===== src/assert_macros.svh =====
// Assertion helpers shared by the RTL. Every check is sampled on the rising
// edge of clk; ASSERT_CLK checks are switched off while rst is high.
`ifndef ASSERT_MACROS_SVH
`define ASSERT_MACROS_SVH

// Concurrent check clocked by clk with reset disable.
`define ASSERT_CLK(name, prop, msg) \
  name: assert property (@(posedge clk) disable iff (rst) (prop)) else $error(msg);

// Concurrent check clocked by clk that also holds during reset.
`define ASSERT_CLK_ALWAYS(name, prop, msg) \
  name: assert property (@(posedge clk) (prop)) else $error(msg);

`endif


===== src/mjdcal_pkg.sv =====
package mjdcal_pkg;

  // Number of register stages from input to the output register.
  localparam int unsigned NUM_STAGES = 8;

  // Earliest date handled: 1900-03-01. Lower dates are clamped to it.
  localparam logic [15:0] MJD_MIN = 16'd15079;

  // Y' = floor((100*mjd - 1507820) / 36525)
  localparam logic [22:0] YEAR_OFFSET = 23'd1507820;
  localparam logic [15:0] YEAR_DIV    = 16'd36525;
  // floor(2^32 / 36525)
  localparam logic [16:0] YEAR_RECIP  = 17'd117589;

  // M' = floor((10000*(mjd - A) - 149561000) / 306001)
  localparam logic [29:0] MONTH_OFFSET = 30'd149561000;
  localparam logic [22:0] MONTH_DIV    = 23'd306001;
  // floor(2^32 / 306001)
  localparam logic [13:0] MONTH_RECIP  = 14'd14035;

  localparam logic [15:0] DAY_OFFSET = 16'd14956;

  // Decoded time of day, carried alongside the date arithmetic.
  typedef struct packed {
    logic [7:0] hours;
    logic [7:0] minutes;
    logic [7:0] seconds;
  } hms_t;

  // 10 * high digit + low digit, with nibbles above nine used as they are.
  function automatic logic [7:0] bcd_pair(input logic [7:0] b);
    logic [7:0] hi;
    logic [7:0] lo;
    hi = {4'd0, b[7:4]};
    lo = {4'd0, b[3:0]};
    return (hi << 3) + (hi << 1) + lo;
  endfunction

  // int(30.6001 * m) for the month counter.
  function automatic logic [8:0] month_days(input logic [3:0] m);
    logic [8:0] r;
    unique case (m)
      4'd0:    r = 9'd0;
      4'd1:    r = 9'd30;
      4'd2:    r = 9'd61;
      4'd3:    r = 9'd91;
      4'd4:    r = 9'd122;
      4'd5:    r = 9'd153;
      4'd6:    r = 9'd183;
      4'd7:    r = 9'd214;
      4'd8:    r = 9'd244;
      4'd9:    r = 9'd275;
      4'd10:   r = 9'd306;
      4'd11:   r = 9'd336;
      4'd12:   r = 9'd367;
      4'd13:   r = 9'd397;
      4'd14:   r = 9'd428;
      default: r = 9'd459;
    endcase
    return r;
  endfunction

endpackage


===== src/mjd_bcd_time_to_calendar.sv =====
// Converts a Modified Julian Date and a BCD time of day into calendar fields.
// Input channel: in_valid / in_stall carry mjd and utc_bcd. Output channel:
// out_valid / out_stall carry year_since_1900, month_index, day_of_month,
// hours, minutes and seconds. An item moves on a rising edge where valid is
// high and stall is low.
// An accepted item passes through eight stage registers, the last of which
// is the output register. Throughput is one item per cycle while out_stall
// is low. Two stages serve each constant division (reciprocal multiply,
// then a multiply-back correction).
// Each stage loads whenever it is empty or the stage after it moves, so a
// stalled receiver holds the output register steady while the earlier
// stages keep filling their bubbles; in_stall rises only once all eight
// stages hold items.
// Reset (rst, synchronous) empties the pipeline; items in flight are lost.
// Dates before 1900-03-01 convert as 1900-03-01. BCD nibbles above nine are
// used as binary values and are not flagged.
`include "assert_macros.svh"

module mjd_bcd_time_to_calendar (
  input  logic        clk,
  input  logic        rst,
  input  logic        in_valid,
  output logic        in_stall,
  input  logic [15:0] mjd,
  input  logic [23:0] utc_bcd,
  output logic        out_valid,
  input  logic        out_stall,
  output logic [7:0]  year_since_1900,
  output logic [3:0]  month_index,
  output logic [4:0]  day_of_month,
  output logic [7:0]  hours,
  output logic [7:0]  minutes,
  output logic [7:0]  seconds
);

  logic [mjdcal_pkg::NUM_STAGES:1] stage_valid;
  logic [mjdcal_pkg::NUM_STAGES:1] advance;
  mjdcal_pkg::hms_t                tm [1:mjdcal_pkg::NUM_STAGES];

  // Stage payloads.
  logic [15:0] s1_mjd, s2_mjd, s3_mjd, s4_mjd;
  logic [22:0] s1_n1, s2_n1;
  logic [7:0]  s2_q1;
  logic [7:0]  s3_yp, s4_yp, s5_yp, s6_yp, s7_yp;
  logic [15:0] s4_a;
  logic [15:0] s5_diff, s6_diff, s7_diff;
  logic [23:0] s5_n2, s6_n2;
  logic [3:0]  s6_q2;
  logic [3:0]  s7_mp;
  logic [7:0]  out_year;
  logic [3:0]  out_month;
  logic [4:0]  out_day;

  // Combinational terms between stages.
  logic [15:0] mjd_clamped;
  logic [22:0] n1_calc;
  logic [39:0] prod1;
  logic [22:0] back1;
  logic [22:0] rem1;
  logic [18:0] a_prod;
  logic [15:0] diff_calc;
  logic [29:0] n2_wide;
  logic [37:0] prod2;
  logic [22:0] back2;
  logic [23:0] rem2;
  logic        leap_k;
  logic [8:0]  b_days;

  // A stage loads when it is empty or its item leaves this cycle.
  always_comb begin
    advance[mjdcal_pkg::NUM_STAGES] = !stage_valid[mjdcal_pkg::NUM_STAGES] || !out_stall;
    for (int i = mjdcal_pkg::NUM_STAGES - 1; i >= 1; i--) begin
      advance[i] = !stage_valid[i] || advance[i + 1];
    end
  end

  assign in_stall = !advance[1];

  always_ff @(posedge clk) begin
    if (rst) begin
      stage_valid <= '0;
    end else begin
      for (int i = mjdcal_pkg::NUM_STAGES; i >= 2; i--) begin
        if (advance[i]) begin
          stage_valid[i] <= stage_valid[i - 1];
        end
      end
      if (advance[1]) begin
        stage_valid[1] <= in_valid;
      end
    end
  end

  // Stage 1: clamp, scale the date, decode the time.
  assign mjd_clamped = (mjd < mjdcal_pkg::MJD_MIN) ? mjdcal_pkg::MJD_MIN : mjd;
  assign n1_calc     = 23'(23'(mjd_clamped) * 23'd100) - mjdcal_pkg::YEAR_OFFSET;

  // Stage 2: year quotient estimate, low by at most one.
  assign prod1 = 40'(s1_n1) * 40'(mjdcal_pkg::YEAR_RECIP);

  // Stage 3: correct the estimate from the remainder.
  assign back1 = 23'(23'(s2_q1) * 23'(mjdcal_pkg::YEAR_DIV));
  assign rem1  = s2_n1 - back1;

  // Stage 4: A = int(365.25 * Y').
  assign a_prod = 19'(s3_yp) * 19'd1461;

  // Stage 5: month numerator.
  assign diff_calc = s4_mjd - s4_a;
  assign n2_wide   = 30'(diff_calc) * 30'd10000 - mjdcal_pkg::MONTH_OFFSET;

  // Stage 6: month quotient estimate.
  assign prod2 = 38'(s5_n2) * 38'(mjdcal_pkg::MONTH_RECIP);

  // Stage 7: correction.
  assign back2 = 23'(23'(s6_q2) * mjdcal_pkg::MONTH_DIV);
  assign rem2  = s6_n2 - 24'(back2);

  // Stage 8: January and February belong to the following year.
  assign leap_k = (s7_mp == 4'd14) || (s7_mp == 4'd15);
  assign b_days = mjdcal_pkg::month_days(s7_mp);

  always_ff @(posedge clk) begin
    if (advance[1]) begin
      s1_mjd <= mjd_clamped;
      s1_n1  <= n1_calc;
      tm[1]  <= '{hours:   mjdcal_pkg::bcd_pair(utc_bcd[23:16]),
                  minutes: mjdcal_pkg::bcd_pair(utc_bcd[15:8]),
                  seconds: mjdcal_pkg::bcd_pair(utc_bcd[7:0])};
    end
    if (advance[2]) begin
      s2_mjd <= s1_mjd;
      s2_n1  <= s1_n1;
      s2_q1  <= prod1[39:32];
      tm[2]  <= tm[1];
    end
    if (advance[3]) begin
      s3_mjd <= s2_mjd;
      s3_yp  <= (rem1 >= 23'(mjdcal_pkg::YEAR_DIV)) ? s2_q1 + 8'd1 : s2_q1;
      tm[3]  <= tm[2];
    end
    if (advance[4]) begin
      s4_mjd <= s3_mjd;
      s4_yp  <= s3_yp;
      s4_a   <= a_prod[17:2];
      tm[4]  <= tm[3];
    end
    if (advance[5]) begin
      s5_yp   <= s4_yp;
      s5_diff <= diff_calc;
      s5_n2   <= n2_wide[23:0];
      tm[5]   <= tm[4];
    end
    if (advance[6]) begin
      s6_yp   <= s5_yp;
      s6_diff <= s5_diff;
      s6_n2   <= s5_n2;
      s6_q2   <= prod2[35:32];
      tm[6]   <= tm[5];
    end
    if (advance[7]) begin
      s7_yp   <= s6_yp;
      s7_diff <= s6_diff;
      s7_mp   <= (rem2 >= 24'(mjdcal_pkg::MONTH_DIV)) ? s6_q2 + 4'd1 : s6_q2;
      tm[7]   <= tm[6];
    end
    if (advance[8]) begin
      out_year  <= s7_yp + 8'(leap_k);
      out_month <= leap_k ? s7_mp - 4'd14 : s7_mp - 4'd2;
      out_day   <= 5'(s7_diff - mjdcal_pkg::DAY_OFFSET - 16'(b_days));
      tm[8]     <= tm[7];
    end
  end

  assign out_valid       = stage_valid[mjdcal_pkg::NUM_STAGES];
  assign year_since_1900 = out_year;
  assign month_index     = out_month;
  assign day_of_month    = out_day;
  assign hours           = tm[mjdcal_pkg::NUM_STAGES].hours;
  assign minutes         = tm[mjdcal_pkg::NUM_STAGES].minutes;
  assign seconds         = tm[mjdcal_pkg::NUM_STAGES].seconds;

  `ASSERT_CLK(a_accept_fills_stage1, in_valid && !in_stall |=> stage_valid[1], "accepted item not captured in first stage")
  `ASSERT_CLK_ALWAYS(a_stall_only_when_full, in_stall |-> stage_valid[1], "input stalled while first stage is empty")
  `ASSERT_CLK(a_month_range, out_valid |-> month_index <= 4'd11, "month index out of range")
  `ASSERT_CLK(a_day_nonzero, out_valid |-> day_of_month != 5'd0, "day of month is zero")

endmodule

===== config.mk =====
export PLATFORM = sky130hd
export DESIGN_NAME = mjd_bcd_time_to_calendar
export DESIGN_NICKNAME = d
export VERILOG_FILES = /design/src/mjdcal_pkg.sv /design/src/mjd_bcd_time_to_calendar.sv
export VERILOG_INCLUDE_DIRS = /design/src /design/src/src
export SDC_FILE = /design/constraint.sdc
export NUM_CORES = 2
export LEC_CHECK = 0
export BUFFER_PORTS_ARGS = -buffer_cell sky130_fd_sc_hd__buf_2
export CORE_MARGIN = 2
export CORE_UTILIZATION = 40
export DETAILED_ROUTE_END_ITERATION = 12
export PLACE_DENSITY = 0.65
export SLEW_MARGIN = 40
export SYNTH_ARGS = -nofsm -noshare
export SYNTH_HDL_FRONTEND = slang
export SYNTH_SLANG_ARGS = --single-unit

===== constraint.sdc =====
create_clock -name clk -period 15.53 [get_ports clk]
set_clock_uncertainty 0.05 [all_clocks]
set_input_delay 2.3295 -clock clk [delete_from_list [all_inputs] [get_ports clk]]
set_output_delay 2.3295 -clock clk [all_outputs]
set_load 0.01 [all_outputs]

==> results.md <==
* Status: complete, no violations
* WL final at 67,500 um
* DR WL met3 at 1760 um
* CTS hold repair buffers at 0
* Row count at 112
* CTS sink count at 455
* Mapped Nets at 4,088
* Largest net degree at the start of global routing at 70
* Met2 WL post-DR at 33,200 um
* Mux contribution to synthesized area at 0.216%
* Fillers at 8,489
* Antenna cells at 0
* Worst Setup End Kind: flop
* Vias in the first global route at 21.7k
* Worst skew pair latency at 0.60 ns
* R2R Setup Slk at 8.12 ns
* Sequential fraction of the synthesis area at 36.0%
* Fin crit share at 47.7%
* Adder and majority cell fraction of the synthesized area at 41.0%
* Most frequent cells in the layout: inv_1 (652), ha_1 (614), edfxtp_1 (442)
* Die area at 96,400 sq um
* Fmax at 135 MHz
* Antenna Violating Nets Remaining at 0
* CTS tree: done
* Bufs and invs on worst path at 6
* WL per Instance at 15.2 um
* Seq cells post-synth at 455
* Crit path top cell by count: inv_1
* Top FF cell, synth: edfxtp_1
* Cell family with most CP delay: adder cells
* Largest family of logic cells by synthesized area: adder cells
* Root buffer cell: clkbuf_16
* Slew headroom at 45.0%
* GP Congestion at 0.840
* Io pins at 87
* Critical-path top delay cell: fa_1
* Core Box Area at 93,200 sq um
* Vias/cell at 4.77
* Gr usage total at 14.5%
* Initial Util at 40.3%
* Setup violators final at 0
* Clk slew on worst S/H paths at 0.07 ns
* Port Buffers at 86
* Die Wd at 310 um
* Iteration count of the initial detailed-routing pass at 7
* Worst-case clock buffer depth at 3
* Total grt overflow at 0
* Fin. Hold Viols at 0
* Mapped Cells at 3,044
* Average cell area after synthesis at 12.3 sq um
* EDFF count, synth at 442
* Setup Buffers After CTS at 0
* Final Max Slew Viols at 0
* Crit path kind: reg2reg
* Met1 Wirelength at 31,400 um
* First-pass GRT wire length at 112,000 um
* Area of the mapped netlist at 37,600 sq um
* Arrival time at the worst endpoint at 7.71 ns
* Synth Area in Compound Gates at 6.87%
* Warnings from Yosys at 0
* Top routing layer in use: met5
* Post-synthesis simple-gate area fraction at 4.52%
* Synth unique cells at 86
* Setup TNS at 0 ns
* RSZ-0062 raised after global routing: false
* WP data required at 15.83 ns
* Most common cell after layout, fill and taps aside: inv_1
* Placed Area at 39,400 sq um
* Final WS setup at 8.12 ns
* Final Instance Area at 41,000 sq um
* DRC viols at 0
* Hpwl dp at 54,200 um
* Share of layout cells above drive strength 1 at 6.57%
* Placement Setup Slack at 7.84 ns
* CTS Buf Count at 46
* CP max stage delay at 0.53 ns
* First DRT Iteration DRCs at 992
* Die Y at 310 um
* Async SR Flop Fraction at 0%
* Worst setup SP type: flop
* Crit Path Max Fanout at 5
* Min-Delay Path Class: reg2reg
* Fin crit period at 7.41 ns
* Synth-to-Final Area Change at 9.12%
* Worst-Margin Slew at 0.825 ns
* Initial antenna violation count at 1
* CTS-repair resized insts at 0
* CTS H-Tree Depth at 2
* Synth Area in XOR/XNOR at 4.12%
* Max-Cap Viols at 0
* Total Nets Final at 4,191
* Vias at 21.2k
## metal layers
metal  vias up  global-route usage, %
met1     10391                   20.3
li1      10474                      -
met3        82                   1.67
met4         2                   2.84
met2       219                   24.5
met5         -                      0
## registers in the layout, indices dropped and copies added, names as in the netlist, 16 cells and up
name    cells
tm        192
s1_n1      21
s2_n1      21
s5_n2      20
s6_n2      20
s1_mjd     16
s2_mjd     16
s3_mjd     16
s4_a       16
s4_mjd     16
## through the flow
step	hold WS [ns]	util, %	instances
2_1_floorplan	0.350	-	3044
3_3_place_gp	0.350	42.3	4353
3_5_place_dp	0.355	42.3	4353
4_1_cts	0.341	44.0	4437
5_1_grt	0.359	44.0	4437
6_report	0.347	44.0	4437
## cell type report
type | count | area [sq um] | area share (%)
Clock inverter | 26 | 344 | 0.839
Tap cell | 1254 | 1570 | 3.83
Sequential cell | 455 | 13500 | 33.0
Inverter | 655 | 2460 | 6.00
Multi-Input combinational cell | 1894 | 21400 | 52.1
Timing Repair Buffer | 95 | 505 | 1.23
Clock buffer | 58 | 1230 | 2.99
## synth_stat cells (12+ instances only)
master      n  area share (%)
and3_1     14            0.23
o21bai_1   12            0.24
o21a_1     23            0.46
or3_1      12            0.20
fa_1      386              21
xor2_1     48             1.1
a21oi_1   107             1.4
nand4_1    14            0.23
nand3_1    26            0.35
buf_4      24            0.48
nor3_1     40            0.53
inv_1     655             6.5
nor2b_1    19            0.32
ha_1      614              20
a21o_1     58             1.2
clkbuf_1   14            0.14
nor2_1     85            0.85
o21ai_0    51            0.68
nand2_1    68            0.68
edfxtp_1  442              35
o31ai_1    13            0.26
nand2b_1   12            0.20
xnor2_1   126             2.9
dfxtp_1    13            0.69
## worst paths after layout
kind                                 from         to  depth (start not counted)
worst max-delay path            s4_mjd[1]  s5_n2[23]                         28
worst min-delay path             s4_yp[1]   s5_yp[1]                          0
worst max register to register  s4_mjd[1]  s5_n2[23]                         28
worst min register to register   s4_yp[1]   s5_yp[1]                          0
## logic make-up (layout without fill, tap and decap cells)
kind of cell             Yosys count  count (layout)
flip-flops                       455             455
buffers and inverters            695             834
AND/OR/NAND/NOR                  337             337
XOR/XNOR                         175             175
multiplexers                       8               8
adder cells (fa/ha/maj)         1000            1000
AO/OA/AOI/OAI                    374             374
Power is not shown: default switching activity piles up to over one toggle a cycle in this logic, so the estimate is an artifact.
